--- config.mk ---
export PLATFORM = sky130hd
export DESIGN_NAME = fpqr_front
export DESIGN_NICKNAME = d
export VERILOG_FILES = /design/src/hdl/fpqr_pkg.sv /design/src/hdl/fpqr_front.sv
export SDC_FILE = /design/constraint.sdc
export NUM_CORES = 1
export LEC_CHECK = 0
export BUFFER_PORTS_ARGS = -buffer_cell sky130_fd_sc_hd__clkbuf_2
export CORE_MARGIN = 8
export CORE_UTILIZATION = 30
export DETAILED_ROUTE_END_ITERATION = 10
export PLACE_DENSITY = 0.55
export RECOVER_POWER = 100
export SYNTH_ARGS = -nofsm -noshare
export SYNTH_HDL_FRONTEND = slang
export SYNTH_SLANG_ARGS = --single-unit
--- constraint.sdc ---
create_clock -name vclk -period 8.6
set_input_delay 1.29 -clock vclk [all_inputs]
set_output_delay 1.29 -clock vclk [all_outputs]
set_load 0.01 [all_outputs]
--- src/hdl/fpqr_pkg.sv ---
// Shared types, constants and helpers for the false position quartic root finder.
package fpqr_pkg;

    localparam int X_W       = 20;               // signed Q3.16 operand width
    localparam int FRAC_BITS = 16;
    localparam int TOL_W     = 16;
    localparam int BW_W      = 19;
    localparam int CFG_W     = 19;               // widest config register
    localparam int F_W       = 32;               // quartic value, signed
    localparam int SQP_W     = 2 * X_W;          // x*x product
    localparam int SQ_W      = SQP_W - FRAC_BITS;
    localparam int QUP_W     = 2 * SQ_W;         // sq*sq product
    localparam int P_W       = X_W + F_W;        // x*f product
    localparam int NUM_W     = P_W + 1;          // cross-product difference
    localparam int DEN_W     = F_W + 1;          // f2 - f1
    localparam int CNT_OUT_W = 7;
    localparam int STAT_W    = 3;
    localparam int CFG_IDX_W = 1;
    localparam int MAX_ITERATIONS_DEF = 64;

    localparam logic signed [X_W-1:0] X_MAX_V = {1'b0, {(X_W-1){1'b1}}};
    localparam logic signed [X_W-1:0] X_MIN_V = {1'b1, {(X_W-1){1'b0}}};
    localparam logic [TOL_W-1:0]      TOL_RST = 16'd66;
    localparam logic [BW_W-1:0]       BW_RST  = 19'd32768;
    localparam logic [F_W+1:0]        F_FOUR  = (F_W+2)'(4) << FRAC_BITS;

    localparam logic [CFG_IDX_W-1:0] REG_TOLERANCE     = 1'b0;
    localparam logic [CFG_IDX_W-1:0] REG_BRACKET_WIDTH = 1'b1;

    typedef logic signed [X_W-1:0] fix_t;
    typedef logic signed [F_W-1:0] fval_t;

    typedef struct packed {
        fix_t lo;
        fix_t hi;
    } job_t;

    typedef enum logic [STAT_W-1:0] {
        ST_NONE = 3'd0,
        ST_LOW  = 3'd1,
        ST_HIGH = 3'd2,
        ST_ITER = 3'd3,
        ST_CAP  = 3'd4
    } status_t;

    typedef enum logic [3:0] {
        S_IDLE, S_SQ, S_QU, S_FV, S_DISP, S_CHECK,
        S_MUL1, S_MUL2, S_DIVGO, S_DIVWAIT, S_DONE
    } back_state_t;

    typedef enum logic [1:0] {
        PH_F1, PH_F2, PH_F0
    } phase_t;

    // |v| < tol
    function automatic logic below_tol(input fval_t v, input logic [TOL_W-1:0] tol);
        logic [F_W-1:0] m;
        m = v[F_W-1] ? F_W'(-v) : F_W'(v);
        return m < F_W'(tol);
    endfunction

    function automatic logic sign_change(input fval_t a, input fval_t b);
        return (a < 0 && b > 0) || (a > 0 && b < 0);
    endfunction

endpackage

--- src/hdl/fpqr_front.sv ---
// Front end: builds the bracket for one request, high end saturated.
module fpqr_front (
    input  fpqr_pkg::fix_t                 bracket_low,
    input  logic [fpqr_pkg::BW_W-1:0]      bracket_width,
    output fpqr_pkg::job_t                 job
);

    localparam int SUM_W = fpqr_pkg::X_W + 2;

    logic signed [SUM_W-1:0] hi_sum;

    always_comb
    begin
        hi_sum = SUM_W'(bracket_low) + $signed({3'b000, bracket_width});
        job.lo = bracket_low;
        if (hi_sum > SUM_W'(fpqr_pkg::X_MAX_V))
        begin
            job.hi = fpqr_pkg::X_MAX_V;
        end
        else
        begin
            job.hi = hi_sum[fpqr_pkg::X_W-1:0];
        end
    end

endmodule

==> metrics.md <==
| Metric | Value |
|---|---|
| Row Count | 25 |
| Tot Pwr | between 0.1 and 0.15 mW |
| Worst-Margin Slew | a little over 0.8 ns |
| Fillers | 544 |
| CP max stage delay | roughly 0.78 ns |
| Seq Cell Count | 0 |
| Routed Antenna Nets | 0 |
| Syn Inst Count | 200 |
| CP top delay family | compound AO/OA/AOI/OAI gates |
| DRT iter0 DRCs | 61 |
| Vias after detailed routing | 1,537 |
| RD Place Congestion | 0.846 |
| DPL Wire Length | roughly 3.5 mm |
| Max-slew headroom | a little under half |
| Die span in y | 84.5 um |
| Xor/xnor share of the synthesized area | between 6 and 7% |
| Avg Synthesized Cell Area | 7.04 sq um |
| Final hold slack | between 2 and 3 ns |
| First-pass GRT wire length | 6.65 mm |
| Place WS | ~3.4 ns |
| Placed cell areas | 0.00164 sq mm |
| Critical Path Fanout Max | 19 |
| Power share of the sequential group | 0% |
| Commonest non-fill, non-tap cell in the layout | clkbuf_2 |
| Crit path DAT | 4.06 ns |
| Final hold violation count | 0 |
| Hold buffer count at cts | 0 |
| Slew Limit Fails | 0 |
| Drt total wl | 3.99 mm |
| Combinational fraction of design power | 100.0% |
| Post CTS Setup Buffer Count | 0 |
| Switching power | between 0.08 and 0.09 mW |
| Vias per cell | between 5 and 6 |
| Maximum Capacitance Violations | 0 |
| Critical path cell sequence | clkbuf_2 > ha_1 > inv_1 > fa_1 > nor2b_1 > o211ai_1 > a211oi_1 > o21ai_0 > a2111o_1 > o31ai_1 > clkbuf_1 |
| Synth Cell Area | between 0.001 and 0.0015 sq mm |
| Hold path startpoint | bracket_low[18] |
| RSZ-0062 raised after global routing | false |
| Initial antenna violation count | 0 |
| DRT Pass-1 Iters | 4 |
| Crit. End Element | primary output |
| Storage cell area | 0 sq um |
| Worst Hold Class | in2out |
| I/O Buffers | between 70 and 80 |
| Largest family of logic cells by synthesized area | compound AO/OA/AOI/OAI gates |
| Commonest cells after routing, fill and taps aside | 41 x clkbuf_2, 38 x clkbuf_1, 21 x o21ai_0, 20 x nand2_1, 20 x a21oi_1 |
| Post-synthesis compound-gate area fraction | between 20% and 30% |
| Outcome | finished, final reports clean |
| Area of the multi-input gates | 0.00115 sq mm |
| Non-filler cells, final | slightly above 300 |
| Final core utilization | ~34% |
| Largest net degree at the start of global routing | 20 |
| Switching Share | between 60% and 70% |
| Boundary Pins | 79 |
| Worst Slack Setup Final | around 3.2 ns |
| Die W | around 85 um |
| Cell at the slowest stage of the critical path | a2111o_1 |
| Req. time, crit path | between 7 and 8 ns |
| Tmin final | ~5.4 ns |
| Setup CP Type | in2out |
| Vias in the first global route | 1,515 |
| Core Box Area | ~0.0046 sq mm |
| Mux cell area share after synthesis | around 1.6% |
| Share of total power in the clock network | 0% |
| Starting Density | just over 30% |
| Leak | ~0.71 nW |
| Post-synthesis adder-cell area fraction | 18.3% |
| Sequential area share after synthesis | 0% |
| Synthesized-area fraction occupied by and/or/nand/nor cells | between 20% and 30% |
| Library cells used by synthesis | between 40 and 50 |
| Crit share post-route | 62.3% |
| Syn-to-layout area delta | 12.4% |
| Die area | around 0.0071 sq mm |
| Peak supply drop | 0.0000339 V |
| # DRC | 0 |
| Share of cells above drive strength 1 | between 20% and 30% |
| Synth Warn # | 0 |
| Nets@finish | 310 |
| Drt wl/cell | 13.2 um |
| Grt total ovfl | 0 |
| Cts repair resizes | 0 |
| Power Internal | 0.0557 mW |
| # setup viols final | 0 |
| Synth Net Count | between 200 and 300 |
| Worst Setup SP | bracket_low[0] |
| Ant. Diodes | 0 |
| Startpoint types | input pin |
| Inst Count DP | between 300 and 400 |
| Clock buf count | 0 |
| Final Instance Area | ~0.0016 sq mm |
| Cell Pwr Density | ~90 mW/mm^2 |
| Crit path buf inv count | 3 |
| Fmax | 187 MHz |
| Setup_tns | 0 ns |
| Total GRT Usage | roughly a tenth |
-- cell type report --
class,instances,area share (%)
multi-input combinational,164,72.4
timing repair buffer,79,22.0
inverter,6,1.42
tap,54,4.27
-- synth_stat cells, types with 3 or more instances --
cell type  count  area, sq um
a211oi_1       3         22.5
a21oi_1       20          100
and3b_1        3         26.3
buf_2          4         20.0
buf_4         21          158
buf_6          3         33.8
ha_1          19          238
inv_1          6         22.5
nand2_1       20         75.1
nand2_2       10         62.6
nand2b_1       3         18.8
nor2_1         6         22.5
nor2b_1        6         37.5
nor3_1         3         15.0
nor3b_1        3         22.5
o211ai_1       4         30.0
o21ai_0       20          100
xnor2_1        6         52.6
xor2_1         4         35.0
-- worst paths after layout --
check  endpoint  cells after the start  slack, ns
max     job[14]                     11       3.25
min     job[38]                      2       2.79
-- per-layer routing --
layer,global-route usage [%],routed length [um],up-vias
met4,0,0,0
met5,0,0,-
li1,-,-,812
met1,13.4,1960,675
met3,2.54,285,0
met2,18.1,1750,50
-- power by group through the flow --
stage	Clock, mW	Combinational (mW)	Sequential (mW)
after floorplan	0	0.109	0
after global placement	0	0.146	0
after detailed placement	0	0.147	0
after CTS	0	0.148	0
after global routing	0	0.157	0
final	0	0.140	0
-- kinds of logic after synthesis --
group / count (synthesis)
multiplexers: 2
XOR/XNOR: 10
AO/OA/AOI/OAI: 65
AND/OR/NAND/NOR: 67
adder cells (fa/ha/maj): 20
buffers and inverters: 36
Power figures use the tool's default switching activity.
