<file path="src/hdl/fpqr_pkg.sv">
// Shared types, constants and helpers for the false position quartic root finder.
package fpqr_pkg;

    localparam int X_W       = 20;               // signed Q3.16 operand width
    localparam int FRAC_BITS = 16;
    localparam int TOL_W     = 16;
    localparam int BW_W      = 19;
    localparam int CFG_W     = 19;               // widest config register
    localparam int F_W       = 32;               // quartic value, signed
    localparam int SQP_W     = 2 * X_W;          // x*x product
    localparam int SQ_W      = SQP_W - FRAC_BITS;
    localparam int QUP_W     = 2 * SQ_W;         // sq*sq product
    localparam int P_W       = X_W + F_W;        // x*f product
    localparam int NUM_W     = P_W + 1;          // cross-product difference
    localparam int DEN_W     = F_W + 1;          // f2 - f1
    localparam int CNT_OUT_W = 7;
    localparam int STAT_W    = 3;
    localparam int CFG_IDX_W = 1;
    localparam int MAX_ITERATIONS_DEF = 64;

    localparam logic signed [X_W-1:0] X_MAX_V = {1'b0, {(X_W-1){1'b1}}};
    localparam logic signed [X_W-1:0] X_MIN_V = {1'b1, {(X_W-1){1'b0}}};
    localparam logic [TOL_W-1:0]      TOL_RST = 16'd66;
    localparam logic [BW_W-1:0]       BW_RST  = 19'd32768;
    localparam logic [F_W+1:0]        F_FOUR  = (F_W+2)'(4) << FRAC_BITS;

    localparam logic [CFG_IDX_W-1:0] REG_TOLERANCE     = 1'b0;
    localparam logic [CFG_IDX_W-1:0] REG_BRACKET_WIDTH = 1'b1;

    typedef logic signed [X_W-1:0] fix_t;
    typedef logic signed [F_W-1:0] fval_t;

    typedef struct packed {
        fix_t lo;
        fix_t hi;
    } job_t;

    typedef enum logic [STAT_W-1:0] {
        ST_NONE = 3'd0,
        ST_LOW  = 3'd1,
        ST_HIGH = 3'd2,
        ST_ITER = 3'd3,
        ST_CAP  = 3'd4
    } status_t;

    typedef enum logic [3:0] {
        S_IDLE, S_SQ, S_QU, S_FV, S_DISP, S_CHECK,
        S_MUL1, S_MUL2, S_DIVGO, S_DIVWAIT, S_DONE
    } back_state_t;

    typedef enum logic [1:0] {
        PH_F1, PH_F2, PH_F0
    } phase_t;

    // |v| < tol
    function automatic logic below_tol(input fval_t v, input logic [TOL_W-1:0] tol);
        logic [F_W-1:0] m;
        m = v[F_W-1] ? F_W'(-v) : F_W'(v);
        return m < F_W'(tol);
    endfunction

    function automatic logic sign_change(input fval_t a, input fval_t b);
        return (a < 0 && b > 0) || (a > 0 && b < 0);
    endfunction

endpackage

</file>
<file path="src/hdl/fpqr_queue.sv">
// Two-entry job queue between front and back end.
module fpqr_queue (
    input  logic           clk,
    input  logic           rst_n,
    input  logic           push,
    input  fpqr_pkg::job_t push_job,
    output logic           full,
    input  logic           pop,
    output fpqr_pkg::job_t pop_job,
    output logic           empty
);

    fpqr_pkg::job_t entry_reg [2];
    logic       wr_ptr_reg, wr_ptr_next;
    logic       rd_ptr_reg, rd_ptr_next;
    logic [1:0] count_reg, count_next;
    logic       do_push, do_pop;

    assign full    = (count_reg == 2'd2);
    assign empty   = (count_reg == 2'd0);
    assign do_push = push && !full;
    assign do_pop  = pop && !empty;
    assign pop_job = entry_reg[rd_ptr_reg];

    always_comb
    begin
        wr_ptr_next = do_push ? !wr_ptr_reg : wr_ptr_reg;
        rd_ptr_next = do_pop ? !rd_ptr_reg : rd_ptr_reg;
        count_next  = count_reg + {1'b0, do_push} - {1'b0, do_pop};
    end

    always_ff @(posedge clk or negedge rst_n)
    begin
        if (!rst_n)
        begin
            wr_ptr_reg <= 1'b0;
            rd_ptr_reg <= 1'b0;
            count_reg  <= 2'd0;
        end
        else
        begin
            wr_ptr_reg <= wr_ptr_next;
            rd_ptr_reg <= rd_ptr_next;
            count_reg  <= count_next;
        end
    end

    always_ff @(posedge clk)
    begin
        if (do_push)
        begin
            entry_reg[wr_ptr_reg] <= push_job;
        end
    end

endmodule

</file>
<file path="config.mk">
export PLATFORM = sky130hd
export DESIGN_NAME = fpqr_queue
export DESIGN_NICKNAME = d
export VERILOG_FILES = /design/src/hdl/fpqr_pkg.sv /design/src/hdl/fpqr_queue.sv
export SDC_FILE = /design/constraint.sdc
export NUM_CORES = 1
export LEC_CHECK = 0
export ABC_AREA = 1
export BUFFER_PORTS_ARGS = -buffer_cell sky130_fd_sc_hd__buf_2
export CAP_MARGIN = 20
export CORE_ASPECT_RATIO = 1.75
export CORE_UTILIZATION = 30
export DETAILED_ROUTE_END_ITERATION = 8
export PLACE_DENSITY = 0.61
export SLEW_MARGIN = 0
export SYNTH_ARGS = -nofsm -noshare
export SYNTH_HDL_FRONTEND = slang
export SYNTH_SLANG_ARGS = --single-unit
</file>
<file path="constraint.sdc">
create_clock -name clk -period 3.9 [get_ports clk]
set_input_delay 0.78 -clock clk [delete_from_list [all_inputs] [get_ports clk]]
set_output_delay 0.78 -clock clk [all_outputs]
set_load 0.05 [all_outputs]
</file>
==> flow_metrics.py, run 1 <==
metrics = {
    "status": {
        "status": "finished clean",
    },
    "global_route": {
        "grt_usage": 0.125,
        "gr-total-overflow": 0,
        "grt_pass1_wl_um": 10000,
        "grt_pass1_vias": 2033,
        "antenna_found_initial": 0,
        "grt_max_degree": 43,
    },
    "clocking": {
        "cts_made_buffers": 9,
        "clk_pin_slew_ps": 50,
        "cts_tree": "done",
        "cts_sinks": 84,
        "ctsHoldBuffers": 0,
        "cts-resized-gates": 0,
        "clk_latency_ps": 330,
        "cts_setup_buffers": 0,
        "root_buffer": "clkbuf_16",
        "clockBufferDepth": 2,
        "htree_levels": 3,
    },
    "synthesis": {
        "yosys.cell_count.top_type": "nand2_1",
        "synthDominantCellAreaShare": 0.748,
        "ys_ff_latch": 84,
        "synth_top_flop_cell": "edfxtp_1",
        "synth_compound_area_frac": 0,
        "synth-async-reset-ratio": 0.0476,
        "synth_area_leaders": "edfxtp_1, nand2_1, dfrtp_1, nand2_2, buf_6",
        "synthDistinctLibCells": 12,
        "ys_top_cells_by_count": "nand2_1, edfxtp_1, inv_1, nand2_2, buf_6",
        "yosysWarnings": 0,
        "synthMuxAreaShare": 0,
        "synth-seq-area-share": 0.779,
        "synthSimpleGateAreaFrac": 0.169,
        "netlist_area_um2": 3210,
        "synth_area_per_cell_um2": 13.2,
        "synth_top_family_by_area": "simple AND/OR/NAND/NOR gates",
        "syn_nets": 289,
        "synth_xor_xnor_area_share": 0,
        "netlist_instances": 243,
        "yosysTopAreaCell": "edfxtp_1",
        "synth_enable_flop_cells": 80,
        "yosys.area_share.adder": 0.00779,
    },
    "sta": {
        "worst_pin_slew_ps": 906,
        "setup_viol": 0,
        "timing.hold.ws_ps": 249,
        "fin_crit_sh": 0.701,
        "hold_violations": 0,
        "rsz0062_at_grt": "no",
        "maxClockFrequency_ghz": 0.366,
        "fin_skew_ps": 3.38,
        "setup_slack_ps": 1170,
        "min_period_ps": 2730,
        "fin_setup_tns_ps": 0,
        "slew_headroom": 0.395,
        "report.final.slew_viol_count": 0,
    },
    "run": {
        "cap_violations": 0,
    },
    "critical_path": {
        "worst-path-buf-inv": 2,
        "crit_chain": "inv_8, nand2_1, nand2_1, buf_2",
        "regToRegSetupSlack_ps": 2000,
        "cp.depth": 4,
        "cp_slowest_cell": "dfrtp_2",
        "critPathLaunchType": "register",
        "critPathKind": "register to output pin",
        "cpMostUsedCell": "nand2_1",
        "rr_startpoint": "count_reg[1]$_DFF_PN0_",
        "crit_fanout": 42,
        "required_ps": 3120,
        "worstSetupStartpoint": "rd_ptr_reg$_DFFE_PN0P_",
        "reg2reg_depth": 4,
        "timing.critical_path.to": "pop_job[26]",
        "path_delay_family": "flip-flops",
        "critPathArrivalTime_ps": 1950,
        "cp-end-kind": "output pin",
        "reg2reg_to": "entry_reg[1][12]$_DFFE_PP_",
        "cpPeakStageDelay_ps": 920,
    },
    "routing": {
        "vias_per_cell": 4.22,
        "dr_total_vias": 1949,
        "drc": 0,
        "drtIter0Drc": 117,
        "wire_per_inst_um": 13.7,
        "drt_pass1_iterations": 6,
        "detail-route-antenna-nets": 0,
        "totalWireLength_um": 6330,
    },
    "placement": {
        "pre_cts_slack_ps": 1470,
        "portBuffers": 85,
        "gp_congestion": 0.734,
        "place_area_um2": 3720,
        "place_hpwl_um": 4220,
        "placed_cells": 447,
    },
    "cells_and_area": {
        "fillers": 1029,
        "final_area_um2": 3970,
        "diodes": 0,
        "fin_cells": 462,
        "utilization": 0.383,
        "fin_nets": 377,
        "drive_above_1_share": 0.331,
        "largest_reg_flops": 80,
        "areaGrowthSynthToFinish_pct": 23.6,
        "multi_input_area_um2": 576,
        "seq_area_um2": 2500,
    },
    "worst_hold_path": {
        "worstHoldPathType": "input port to asynchronous set/reset pin",
    },
    "die": {
        "io-pin-count": 86,
        "start_util": 0.310,
        "fp-row-count": 49,
        "fp.dieArea_um2": 11100,
        "die_height_um": 139,
        "die_w_um": 80.2,
        "core_um2": 10400,
    },
    "power": {
        "p_total_mw": 3.66,
        "p_leak_nw": 1.74,
        "peakVddDrop_mv": 0.385,
        "powerDensity_nw_per_um2": 921,
    },
}
==> cell usage in the layout (no fill, tap or decap), drive strengths merged <==
| cell | netlist | final |
|---|---|---|
| edfxtp | 80 | 80 |
| ha | 2 | 2 |
| inv | 11 | 11 |
| clkbuf | 0 | 11 |
| buf | 9 | 86 |
| nand3 | 3 | 3 |
| nor2 | 1 | 1 |
| nand2 | 133 | 133 |
| clkinv | 0 | 4 |
| dfrtp | 4 | 4 |
==> where the power goes <==
group	internal (mW)	leakage, nW	total (mW)	switching (mW)
sequential	1.24	0.791	1.36	0.126
combinational	0.307	0.826	1.58	1.27
clock	0.420	0.124	0.719	0.299
total	1.96	1.74	3.66	1.69
==> worst min path at each step <==
stage                           start                endpoint  slack [ps]  cells past startpoint
2_1_floorplan  wr_ptr_reg$_DFFE_PN0P_  wr_ptr_reg$_DFFE_PN0P_         440                      2
3_3_place_gp   wr_ptr_reg$_DFFE_PN0P_  wr_ptr_reg$_DFFE_PN0P_         450                      2
3_5_place_dp   wr_ptr_reg$_DFFE_PN0P_  wr_ptr_reg$_DFFE_PN0P_         490                      2
6_report                        rst_n  rd_ptr_reg$_DFFE_PN0P_         250                      1
5_1_grt                         rst_n  wr_ptr_reg$_DFFE_PN0P_         240                      1
4_1_cts                         rst_n  rd_ptr_reg$_DFFE_PN0P_         240                      1
==> kinds of logic (layout without fill, tap and decap cells) <==
logic type	count (synthesis)	count (layout)
flops	84	84
simple gates	137	137
buf+inv	20	112
fa+ha+maj	2	2
==> metal layers <==
metal / GRT usage / up-vias / routed length [µm] / share of wire
li1: - / 981 / - / -
met1: 0.124 / 910 / 2230 / 0.35
met2: 0.228 / 46 / 3680 / 0.58
met3: 0.0289 / 12 / 236 / 0.037
met4: 0.0724 / 0 / 182 / 0.029
met5: 0 / - / 0 / 0
==> area by class of cell <==
| cell class | instances | share of cell area |
|---|---|---|
| Clock buffer | 11 | 0.0586 |
| Clock inverter | 4 | 0.00441 |
| Inverter | 11 | 0.0123 |
| Multi-Input combinational cell | 139 | 0.145 |
| Sequential cell | 84 | 0.631 |
| Tap cell | 127 | 0.0400 |
| Timing Repair Buffer | 86 | 0.109 |
Power figures use the tool's default switching activity.
==> run 2: changes to the inputs <==
--- a/config.mk
+++ b/config.mk
@@ -5,13 +5,13 @@
 export SDC_FILE = /design/constraint.sdc
 export NUM_CORES = 1
 export LEC_CHECK = 0
-export ABC_AREA = 1
+export ABC_AREA = 0
 export BUFFER_PORTS_ARGS = -buffer_cell sky130_fd_sc_hd__buf_2
 export CAP_MARGIN = 20
 export CORE_ASPECT_RATIO = 1.75
 export CORE_UTILIZATION = 30
 export DETAILED_ROUTE_END_ITERATION = 8
-export PLACE_DENSITY = 0.61
+export PLACE_DENSITY = 0.63
 export SLEW_MARGIN = 0
 export SYNTH_ARGS = -nofsm -noshare
 export SYNTH_HDL_FRONTEND = slang
==> constraint.sdc (replaced) <==
create_clock -name clk -period 2.3 [get_ports clk]
set_input_delay 0.46 -clock clk [delete_from_list [all_inputs] [get_ports clk]]
set_output_delay 0.46 -clock clk [all_outputs]
set_load 0.05 [all_outputs]
==> run 2 against run 1 <==
  * Combinational power rose by 75%
  * Die area rose by 2.4%
  * Via count fell by 19%
  * Synthesized cell count fell by 41%
  * Largest cell class unchanged
==> flow_metrics.py, run 2 <==
metrics = {
    "sta": {
        "fin_setup_tns_ps": 0,
        "fin_crit_sh": 0.910,
        "setup_slack_ps": 207,
        "hold_violations": 0,
        "slew_headroom": 0.653,
        "rsz0062_at_grt": "no",
        "maxClockFrequency_ghz": 0.478,
        "setup_viol": 0,
        "report.final.slew_viol_count": 0,
        "timing.hold.ws_ps": 320,
        "min_period_ps": 2090,
        "worst_pin_slew_ps": 520,
        "fin_skew_ps": 2.86,
    },
    "status": {
        "status": "finished clean",
    },
    "clocking": {
        "clockBufferDepth": 2,
        "clk_latency_ps": 320,
        "cts_made_buffers": 9,
        "cts-resized-gates": 0,
        "cts_sinks": 84,
        "ctsHoldBuffers": 1,
        "clk_pin_slew_ps": 60,
        "htree_levels": 3,
        "cts_setup_buffers": 0,
        "cts_tree": "done",
        "root_buffer": "clkbuf_16",
    },
    "die": {
        "die_height_um": 141,
        "die_w_um": 81.2,
        "start_util": 0.308,
        "fp-row-count": 50,
        "core_um2": 10700,
        "fp.dieArea_um2": 11400,
        "io-pin-count": 86,
    },
    "power": {
        "p_leak_nw": 1.66,
        "powerDensity_nw_per_um2": 1500,
        "peakVddDrop_mv": 1.01,
    },
    "placement": {
        "place_area_um2": 3850,
        "pre_cts_slack_ps": 533,
        "gp_congestion": 0.664,
        "place_hpwl_um": 3860,
        "portBuffers": 85,
    },
    "routing": {
        "vias_per_cell": 4.24,
        "totalWireLength_um": 5510,
        "drt_pass1_iterations": 4,
        "drc": 0,
        "dr_total_vias": 1582,
        "detail-route-antenna-nets": 0,
        "drtIter0Drc": 53,
        "wire_per_inst_um": 14.8,
    },
    "synthesis": {
        "ys_ff_latch": 84,
        "synth-seq-area-share": 0.760,
        "netlist_area_um2": 3290,
        "ys_top_cells_by_count": "edfxtp_1, mux2_4, buf_12, dfrtp_1, xnor2_1",
        "synth-async-reset-ratio": 0.0476,
        "synth_enable_flop_cells": 80,
        "synthDistinctLibCells": 15,
        "yosys.cell_count.top_type": "edfxtp_1",
        "syn_nets": 189,
        "yosysWarnings": 0,
        "synth_top_flop_cell": "edfxtp_1",
        "yosysTopAreaCell": "edfxtp_1",
        "netlist_instances": 143,
        "synth_area_per_cell_um2": 23.0,
        "synth_area_leaders": "edfxtp_1, mux2_4, dfrtp_1, buf_12, xnor2_1",
        "synthDominantCellAreaShare": 0.730,
    },
    "cells_and_area": {
        "diodes": 0,
        "seq_area_um2": 2500,
        "final_area_um2": 4110,
        "areaGrowthSynthToFinish_pct": 24.8,
        "fin_nets": 286,
        "largest_reg_flops": 80,
        "final_cell_mix": "buf_2, edfxtp_1, mux2_4",
        "fillers": 1007,
        "multi_input_area_um2": 698,
        "drive_above_1_share": 0.601,
        "final_common_cell": "buf_2",
    },
    "global_route": {
        "gr-total-overflow": 0,
        "grt_max_degree": 24,
        "grt_usage": 0.106,
        "grt_pass1_vias": 1729,
        "grt_pass1_wl_um": 8430,
        "antenna_found_initial": 0,
    },
    "critical_path": {
        "required_ps": 1840,
        "crit_chain": "buf_4, mux2_4, buf_2",
        "cp-end-kind": "output pin",
        "cp_slowest_cell": "buf_4",
        "critPathKind": "register to output pin",
        "crit_fanout": 23,
        "critPathArrivalTime_ps": 1630,
        "critPathLaunchType": "register",
        "cpPeakStageDelay_ps": 380,
    },
    "worst_hold_path": {
        "worstHoldPathType": "input port to register",
    },
    "run": {
        "cap_violations": 0,
    },
}
## run 2: area by class of cell
type,instances,area share
well taps,130,0.0396
multi-input cells,52,0.170
clock inverters,4,0.00457
flip-flops and latches,84,0.610
inverters,2,0.00183
clock buffers,10,0.0558
repair buffers,91,0.118
## run 2: worst paths after layout
path,startpoint,endpoint,slack (ps),cells after the start
min in group asynchronous,rst_n,count_reg[0]$_DFF_PN0_,480,2
max in group asynchronous,rst_n,rd_ptr_reg$_DFFE_PN0P_,1690,2
hold / removal,push_job[39],entry_reg[1][39]$_DFFE_PP_,320,1
hold reg to reg,count_reg[1]$_DFF_PN0_,count_reg[1]$_DFF_PN0_,510,1
setup reg to reg,count_reg[1]$_DFF_PN0_,entry_reg[1][35]$_DFFE_PP_,680,3
setup / recovery,rd_ptr_reg$_DFFE_PN0P_,pop_job[30],210,3
## run 2: where the power goes
| group | switching [mW] | internal [mW] | total, mW |
|---|---|---|---|
| clock | 0.512 | 0.708 | 1.22 |
| sequential | 0.100 | 2.10 | 2.20 |
| combinational | 1.86 | 0.894 | 2.76 |
## run 2: kinds of logic (layout without fill, tap and decap cells)
family                     Yosys count  after routing  synth area share
muxes                               40             40             0.181
adders and majority gates            2              2           0.00760
buffers and inverters                7            107            0.0300
and+or+nand+nor                      6              6           0.00989
DFF                                 84             84             0.760
xor gates and xnor gates             4              4            0.0106
## run 2: layer usage
layer | vias to the layer above | share of wire | GRT usage
met3 | 11 | 0.038 | 0.0248
li1 | 743 | - | -
met1 | 786 | 0.34 | 0.0992
met5 | - | 0 | 0
met4 | 0 | 0.030 | 0.0789
met2 | 42 | 0.59 | 0.190
## run 2: stage by stage
step,power (mW),utilization,std cells
2_1_floorplan,4.62,-,143
3_3_place_gp,5.00,0.360,358
3_5_place_dp,5.04,0.360,358
4_1_cts,6.28,0.384,373
5_1_grt,6.44,0.384,373
6_report,6.18,0.384,373
## run 2: worst max-delay path: cells and delay by family, from the launching register on
kind	cells	cell delay, ps
flops	1	350
mux	1	350
buf+inv	2	590
